<file path="src/sv/mft_pkg.sv">
package mft_pkg;

  localparam int POS_W     = 11;
  localparam int VAL_W     = 30;
  localparam int MOD_W     = 31;
  localparam int OP_W      = 2;
  localparam int ST_W      = 2;
  localparam int CFG_IDX_W = 1;

  localparam logic [POS_W-1:0] SIZE_RESET = 11'd1024;
  localparam logic [MOD_W-1:0] MOD_RESET  = 31'd1000000007;
  localparam logic [MOD_W-1:0] MOD_MIN    = 31'd2;
  localparam logic [MOD_W-1:0] MOD_MAX    = 31'h4000_0000;

  typedef enum logic [OP_W-1:0] {
    OP_ADD   = 2'd0,
    OP_QUERY = 2'd1,
    OP_CLEAR = 2'd2
  } mft_op_t;

  typedef enum logic [ST_W-1:0] {
    ST_OK      = 2'd0,
    ST_BAD_POS = 2'd1,
    ST_BAD_VAL = 2'd2
  } mft_status_t;

  typedef enum logic [CFG_IDX_W-1:0] {
    CFG_TREE_SIZE = 1'b0,
    CFG_MODULUS   = 1'b1
  } mft_cfg_t;

  typedef struct packed {
    logic [OP_W-1:0]  operation;
    logic [POS_W-1:0] position;
    logic [VAL_W-1:0] add_value;
  } mft_in_t;

  typedef struct packed {
    logic [VAL_W-1:0] prefix_sum;
    logic [ST_W-1:0]  status;
  } mft_out_t;

  typedef struct packed {
    logic load;
    logic walk_add;
    logic walk_qry;
    logic clr_load;
    logic clr_step;
  } mft_cmd_t;

  typedef struct packed {
    logic pos_zero;
    logic pos_over;
    logic val_over;
    logic add_done;
    logic qry_done;
    logic clr_last;
  } mft_sts_t;

  function automatic logic [VAL_W-1:0] mod_add(input logic [VAL_W-1:0] a,
                                               input logic [VAL_W-1:0] b,
                                               input logic [MOD_W-1:0] m);
    logic [MOD_W-1:0] s;
    s = {1'b0, a} + {1'b0, b};
    if (s >= m) begin
      s = s - m;
    end
    return s[VAL_W-1:0];
  endfunction

endpackage

</file>
<file path="src/sv/mft_ctrl.sv">
module mft_ctrl (
  input  logic                       clk,
  input  logic                       rst_n,
  input  logic                       in_valid,
  output logic                       in_ready,
  input  logic [mft_pkg::OP_W-1:0]   in_op,
  output logic                       out_valid,
  input  logic                       out_ready,
  output mft_pkg::mft_out_t          out_data,
  output mft_pkg::mft_cmd_t          cmd,
  input  mft_pkg::mft_sts_t          sts,
  input  logic [mft_pkg::VAL_W-1:0]  acc
);

  typedef enum logic [2:0] {
    S_INIT,
    S_IDLE,
    S_CLR,
    S_ADD,
    S_QRY,
    S_DONE
  } state_t;

  state_t                     state_r, state_nxt;
  logic                       out_valid_r, out_valid_nxt;
  mft_pkg::mft_out_t          out_data_r, out_data_nxt;
  logic [mft_pkg::ST_W-1:0]   res_status_r, res_status_nxt;
  logic                       res_acc_r, res_acc_nxt;
  logic                       accept;

  assign in_ready = (state_r == S_IDLE);
  assign accept   = in_valid && in_ready;

  always_comb begin
    state_nxt      = state_r;
    out_valid_nxt  = out_valid_r && !out_ready;
    out_data_nxt   = out_data_r;
    res_status_nxt = res_status_r;
    res_acc_nxt    = res_acc_r;
    cmd            = '0;
    case (state_r)
      S_INIT: begin
        cmd.clr_step = 1'b1;
        if (sts.clr_last) begin
          state_nxt = S_IDLE;
        end
      end
      S_IDLE: begin
        if (accept) begin
          res_status_nxt = mft_pkg::ST_OK;
          res_acc_nxt    = 1'b0;
          state_nxt      = S_DONE;
          case (in_op)
            mft_pkg::OP_ADD: begin
              if (sts.pos_zero || sts.pos_over) begin
                res_status_nxt = mft_pkg::ST_BAD_POS;
              end else if (sts.val_over) begin
                res_status_nxt = mft_pkg::ST_BAD_VAL;
              end else begin
                cmd.load  = 1'b1;
                state_nxt = S_ADD;
              end
            end
            mft_pkg::OP_QUERY: begin
              if (sts.pos_over) begin
                res_status_nxt = mft_pkg::ST_BAD_POS;
              end else begin
                cmd.load    = 1'b1;
                res_acc_nxt = 1'b1;
                state_nxt   = S_QRY;
              end
            end
            mft_pkg::OP_CLEAR: begin
              cmd.clr_load = 1'b1;
              state_nxt    = S_CLR;
            end
            default: begin
              state_nxt = S_DONE;
            end
          endcase
        end
      end
      S_CLR: begin
        cmd.clr_step = 1'b1;
        if (sts.clr_last) begin
          state_nxt = S_DONE;
        end
      end
      S_ADD: begin
        cmd.walk_add = 1'b1;
        if (sts.add_done) begin
          state_nxt = S_DONE;
        end
      end
      S_QRY: begin
        cmd.walk_qry = 1'b1;
        if (sts.qry_done) begin
          state_nxt = S_DONE;
        end
      end
      S_DONE: begin
        if (!out_valid_r || out_ready) begin
          out_valid_nxt           = 1'b1;
          out_data_nxt.prefix_sum = res_acc_r ? acc : '0;
          out_data_nxt.status     = res_status_r;
          state_nxt               = S_IDLE;
        end
      end
      default: begin
        state_nxt = S_IDLE;
      end
    endcase
  end

  always_ff @(posedge clk) begin
    if (!rst_n) begin
      state_r      <= S_INIT;
      out_valid_r  <= 1'b0;
      res_status_r <= mft_pkg::ST_OK;
      res_acc_r    <= 1'b0;
    end else begin
      state_r      <= state_nxt;
      out_valid_r  <= out_valid_nxt;
      res_status_r <= res_status_nxt;
      res_acc_r    <= res_acc_nxt;
    end
    out_data_r <= out_data_nxt;
  end

  assign out_valid = out_valid_r;
  assign out_data  = out_data_r;

endmodule

</file>
<file path="config.mk">
export PLATFORM = sky130hd
export DESIGN_NAME = mft_ctrl
export DESIGN_NICKNAME = d
export VERILOG_FILES = /design/src/sv/mft_pkg.sv /design/src/sv/mft_ctrl.sv
export SDC_FILE = /design/constraint.sdc
export NUM_CORES = 1
export LEC_CHECK = 0
export BUFFER_PORTS_ARGS = -buffer_cell sky130_fd_sc_hd__buf_2
export CAP_MARGIN = 20
export CORE_MARGIN = 10
export CORE_UTILIZATION = 40
export CTS_CLUSTER_SIZE = 25
export DETAILED_ROUTE_END_ITERATION = 16
export GPL_ROUTABILITY_DRIVEN = 1
export PLACE_DENSITY_LB_ADDON = 0.15
export SETUP_SLACK_MARGIN = 0.02
export SLEW_MARGIN = 20
export SYNTH_ARGS = -nofsm -noshare
export SYNTH_HDL_FRONTEND = slang
export SYNTH_SLANG_ARGS = --single-unit
</file>
<file path="constraint.sdc">
create_clock -name clk -period 1.8 [get_ports clk]
set_input_delay 0.09 -clock clk [delete_from_list [all_inputs] [get_ports clk]]
set_output_delay 0.09 -clock clk [all_outputs]
set_load 0.02 [all_outputs]
</file>
==> qor.txt, run 1 <==
Outcome = completed
HP Start = rst_n
Synth top area cells = edfxtp_1 59%, and2_1 12%, dfxtp_1 8.6%, nand2_1 2.5%, a21oi_1 2.2%
Sequential share of power = 53.0%
RePlAce Congestion = 0.7598
Final Cycle Share = 88.96%
Synth Area in Simple Gates = 23.83%
Grt ovf = 0
Max-cap violation count = 0
Fmax = 624.5 MHz
Critical Path AT = 1.51 ns
Largest delay share family, worst path = simple AND/OR/NAND/NOR gates
Hold Crit Class = in2reg
Yosys reg bits = 39
H-tree levels = 2
Die Area = 0.007021 mm²
Via count = 1219
CP max stage cell = dfxtp_1
Multiplexer share of the synthesized area = 0%
CP bufs+invs = 1
Post-synth EDFFs = 32
Unrepaired setup endpoints after global routing = false
Synth cell types = 31
Total Power = 1.902 mW
Static Leak = 1.046 nW
DR top layer = met4
Startpoint types = flip-flop
Dpl hpwl = 3066 µm
Total GRT Usage = 10.64%
Slew headroom = 49.09%
Setup TNS = 0 ns
Clock sink total = 39
Top Ports = 81
Final core utilization = 55.73%
Synth Area in Compound Gates = 6.610%
ANT nets after route = 0
Xor and xnor area share after synthesis = 0%
Clock share of power = 37.0%
DRT iter0 DRCs = 50
Post-synthesis adder-cell area fraction = 0%
Port Buf Inserts = 80
Critical path data required time = 1.71 ns
Setup ws final = 0.1988 ns
Vias in the first global route = 1265
Layout cells sized above 1 = 45.75%
Crit. Startpoint = state_r[2]$_SDFFE_PN0P_
Diode count = 0
Met3 Wirelength = 221 µm
Met2 wire length = 2057 µm
Num CTS Buffers = 5
Gates resized, CTS repair = 0
Syn nets = 169
Critical path type = reg2out
Row count = 23
M1 WL = 1581 µm
Nets = 253
Die Ht = 83.79 µm
Starting Density = 40.99%
Area Growth Syn to Fin = 35.97%
Avg WL per Cell = 14.86 µm
Pin count of the biggest net entering global routing = 32
Setup WS pre-CTS = 0.2372 ns
Sw Share = 21.73%
Setup bufs post-CTS = 0
Root Driver = clkbuf_8
Clock tree buffer depth = 2
Synth Flop Type = edfxtp_1
CP max stage delay = 0.41 ns
Tmin final = 1.601 ns
Cell taking the most area after synthesis = edfxtp_1
Crit Path Max Fanout = 12
Pwr dens = 859.3 mW/mm²
Skew-Pair Late Insertion Delay = 0.28 ns
Internal = 1.489 mW
Worst reg2reg startpoint = state_r[2]$_SDFFE_PN0P_
Maximum VDD drop = 0.4273 mV
TritonCTS clock tree = yes
Slew @ Worst Pin = 0.7627 ns
DRT Wirelength = 3893 µm
First-pass GRT wire length = 6120 µm
Die Width = 83.79 µm
Seq/Total Area, Yosys = 67.64%
Reg-to-reg setup timing slack = 0.34 ns
Initial antenna violation count = 0
CTS clk-pin slew, worst paths = 0.07 ns
Final setup viols = 0
Final Max Tran Viols = 0
TritonRoute pass-1 iters = 4
Post-Syn Area = 0.001628 mm²
Critical Path End Type = output pin
Core Area = 0.003971 mm²
# hold bufs at CTS = 0
Synth async-reset ratio = 0%
Hold Fails Final Rpt = 0
Gate power share = 10.0%
Share of the synthesized area in the top cell type = 59.03%
Main combinational cell family by area after synthesis = simple AND/OR/NAND/NOR gates
NetSw = 0.4133 mW
Synth Instances = 127
CP Cell Sequence = and2b_1, nand2_1, a21oi_1, buf_2
Avg Synthesized Cell Area = 12.82 µm²
Via density per instance = 4.653
# DRC = 0
Yosys Warn Count = 0
Clock Skews = 0.006611 ns
power groups by stage:
| stage | registers, mW | logic [mW] | clock network, mW |
|---|---|---|---|
| 4_1_cts | 1.01 | 0.190 | 0.722 |
| 5_1_grt | 1.01 | 0.209 | 0.764 |
| 6_report | 1.01 | 0.191 | 0.703 |
| 3_5_place_dp | 1.03 | 0.190 | 0 |
| 2_1_floorplan | 1.02 | 0.111 | 0 |
| 3_3_place_gp | 1.02 | 0.185 | 0 |
kinds of logic (layout without fill, tap and decap cells):
group	after synthesis	after routing
flops	39	39
simple gates	65	65
buf+inv	7	92
compound gates	16	16
layout by cell type (no fill, tap or decap), types with 2 or more instances in the layout:
cell type and n:
nand4_1 2, nor2b_1 2, buf_2 80, edfxtp_1 32, clkbuf_8 5, and3b_1 2, nand2b_1 3, dfxtp_1 6
inv_1 2, a21oi_1 7, nand2_1 11, o21ai_0 2, and2_1 31, nor2_1 5
through the flow:
step	std cells	cell area (µm²)	hold WS, ns
6_report	262	2213	0.06960
4_1_cts	262	2207	0.06471
3_3_place_gp	254	2095	0.3552
3_5_place_dp	254	2095	0.3734
5_1_grt	262	2213	0.07359
2_1_floorplan	127	1628	0.2226
sequential cells by signal, indices dropped and copies added, names as in the netlist:
name	cells
out_data	32
state_r	3
res_status_r	2
out_valid	1
res_acc_r	1
cell type report:
type / instances / area, µm²
Clock buffer: 5 / 68.82
Clock inverter: 3 / 43.79
Fill cell: 365 / 1758
Inverter: 2 / 7.507
Multi-Input combinational cell: 81 / 500.5
Sequential cell: 39 / 1102
Tap cell: 50 / 62.56
Timing Repair Buffer: 82 / 427.9
synthesized netlist by cell type, types with 2 or more instances:
master	n
inv_1	2
and2_1	31
nand4_1	2
and3b_1	2
nor2b_1	2
nand2_1	11
edfxtp_1	32
a21oi_1	7
nand2b_1	3
clkbuf_1	3
o21ai_0	2
dfxtp_1	7
nor2_1	5
worst register-to-register path: cells and delay by family (launching register included):
| kind | cells | cell delay, ns |
|---|---|---|
| and+or+nand+nor | 3 | 0.85 |
| DFF | 1 | 0.41 |
| AOI/OAI and AO/OA | 1 | 0.14 |
path summary, 6_finish.rpt:
kind,end,cells past startpoint
setup reg to reg,res_status_r[0]$_SDFFE_PN0P_,4
hold / removal,state_r[2]$_SDFFE_PN0P_,3
setup / recovery,cmd[4],4
hold reg to reg,out_data[0]$_DFFE_PP_,0
per-layer routing:
layer / vias up / global-route usage [%]
met5: - / 0
met2: 43 / 18.40
met4: 0 / 4.566
li1: 613 / -
met3: 4 / 3.516
met1: 559 / 11.56
Power figures use the tool's default switching activity.
==> run 2: changes to the inputs <==
Settings changed: MAX_ROUTING_LAYER set to met4.
==> qor.txt, run 2 (synthesis results as in run 1) <==
Tmin final = 1.604 ns (was 1.601 ns)
CP max stage cell = dfxtp_1 (unchanged)
Final Max Tran Viols = 0 (unchanged)
Via count = 1213 (was 1219)
Row count = 23 (unchanged)
Most common cell after layout, fill and taps aside = buf_2 (unchanged)
Non-Filler Instances = 262 (unchanged)
Total Power = 1.901 mW (was 1.902 mW)
Starting Density = 40.99% (unchanged)
# hold bufs at CTS = 0 (unchanged)
Static Leak = 1.046 nW (unchanged)
Vias in the first global route = 1264 (was 1265)
Outcome = completed (unchanged)
CP max stage delay = 0.41 ns (about the same)
Reg-to-reg setup timing slack = 0.34 ns (about the same)
Setup ws final = 0.1960 ns (was 0.1988 ns)
RePlAce Congestion = 0.7697 (was 0.7598)
Via density per instance = 4.630 (was 4.653)
Final Cycle Share = 89.11% (was 88.96%)
Reg2Reg Depth = 4 (unchanged)
Die Width = 83.79 µm (unchanged)
Design area = 0.002213 mm² (unchanged)
Clock tree buffer depth = 2 (unchanged)
Avg WL per Cell = 14.87 µm (was 14.86 µm)
Hold Fails Final Rpt = 0 (unchanged)
Die Area = 0.007021 mm² (unchanged)
Diode count = 0 (unchanged)
Num CTS Buffers = 5 (unchanged)
DRT Wirelength = 3895 µm (was 3893 µm)
Skew-Pair Late Insertion Delay = 0.28 ns (about the same)
Setup TNS = 0 ns (unchanged)
Die Ht = 83.79 µm (unchanged)
Maximum VDD drop = 0.4282 mV (was 0.4273 mV)
Port Buf Inserts = 80 (unchanged)
CTS clk-pin slew, worst paths = 0.07 ns (about the same)
TritonRoute pass-1 iters = 4 (unchanged)
Slew headroom = 48.32% (was 49.09%)
Critical Path AT = 1.51 ns (about the same)
Crit Path Max Fanout = 12 (unchanged)
Startpoint types = flip-flop (unchanged)
Pwr dens = 859.1 mW/mm² (was 859.3 mW/mm²)
# DRC = 0 (unchanged)
CP Cell Sequence = and2b_1, nand2_1, a21oi_1, buf_2 (unchanged)
Pin count of the biggest net entering global routing = 32 (unchanged)
Final core utilization = 55.73% (unchanged)
Slew @ Worst Pin = 0.7741 ns (was 0.7627 ns)
Final setup viols = 0 (unchanged)
Max-cap violation count = 0 (unchanged)
Grt ovf = 0 (unchanged)
Most frequent cells in the layout = 80 x buf_2, 32 x edfxtp_1, 31 x and2_1 (unchanged)
Critical Path End Type = output pin (unchanged)
Hold Crit Class = in2reg (unchanged)
Total GRT Usage = 11.02% (was 10.64%)
Critical path data required time = 1.71 ns (about the same)
Layout cells sized above 1 = 45.75% (unchanged)
CP endpoint = cmd[4] (unchanged)
Initial antenna violation count = 0 (unchanged)
Unrepaired setup endpoints after global routing = false (unchanged)
DRT iter0 DRCs = 60 (was 50)
Setup bufs post-CTS = 0 (unchanged)
Area Growth Syn to Fin = 35.97% (unchanged)
Clock Skews = 0.006661 ns (was 0.006611 ns)
Placed instance area = 0.002095 mm² (unchanged)
TritonCTS clock tree = yes (unchanged)
Number of flip-flops in the largest register = 32 (unchanged)
Nets = 253 (unchanged)
Fill count = 365 (unchanged)
Dpl hpwl = 3066 µm (unchanged)
Critical path type = reg2out (unchanged)
Hold Slack = 0.06985 ns (was 0.06960 ns)
Clock sink total = 39 (unchanged)
Root Driver = clkbuf_8 (unchanged)
DP Cell Count = 254 (unchanged)
First-pass GRT wire length = 6127 µm (was 6120 µm)
Worst reg2reg startpoint = state_r[2]$_SDFFE_PN0P_ (unchanged)
Setup WS pre-CTS = 0.2372 ns (unchanged)
ANT nets after route = 0 (unchanged)
Crit. Startpoint = state_r[2]$_SDFFE_PN0P_ (unchanged)
Fmax = 623.4 MHz (was 624.5 MHz)
Reg2reg end = res_status_r[0]$_SDFFE_PN0P_ (unchanged)
Top Ports = 81 (unchanged)
HP Start = rst_n (unchanged)
Core Area = 0.003971 mm² (unchanged)
H-tree levels = 2 (unchanged)
## run 2: cell counts in the layout (fill, tap and decap cells not counted)
Identical to the previous run, type by type.
## run 2: worst min path at each step
stage / end / slack, ns / cells after the start
final: state_r[2]$_SDFFE_PN0P_ / 0.07 / 3
after global routing: out_data[14]$_SDFFCE_PN0P_ / 0.07 / 2
after CTS: state_r[2]$_SDFFE_PN0P_ / 0.06 / 3
after detailed placement: state_r[2]$_SDFFE_PN0P_ / 0.37 / 3
after global placement: state_r[2]$_SDFFE_PN0P_ / 0.36 / 3
after floorplan: state_r[2]$_SDFFE_PN0P_ / 0.22 / 2
## run 2: power breakdown
part	switching [mW]	internal, mW	total, mW
logic	0.101	0.0902	0.191
clock network	0.290	0.412	0.702
registers	0.0219	0.986	1.01
## run 2: area by class of cell
class	count	area (µm²)	share of cell area, %
inverters	2	7.507	0.3392
clock buffers	5	68.82	3.109
flip-flops and latches	39	1102	49.80
well taps	50	62.56	2.826
clock inverters	3	43.79	1.979
repair buffers	82	427.9	19.33
multi-input cells	81	500.5	22.61
## run 2: worst max-delay path, delay by kind of cell, from the launching register on
family / cells / cell delay (ns)
AND/OR/NAND/NOR: 2 / 0.48
AO/OA/AOI/OAI: 1 / 0.15
buffers and inverters: 1 / 0.19
flip-flops: 1 / 0.41
## run 2: per-layer routing
| metal | up-vias | GRT usage, % | routed length, µm |
|---|---|---|---|
| met5 | - | - | 0 |
| met4 | 0 | 4.566 | 33 |
| met3 | 4 | 3.223 | 203 |
| met2 | 43 | 18.33 | 2050 |
| met1 | 554 | 12.02 | 1608 |
| li1 | 612 | - | - |
## run 2: timing repair
item,CTS,global route
gates resized for setup,0,2
hold endpoints to repair,0,0
endpoints found under the setup margin,0,2
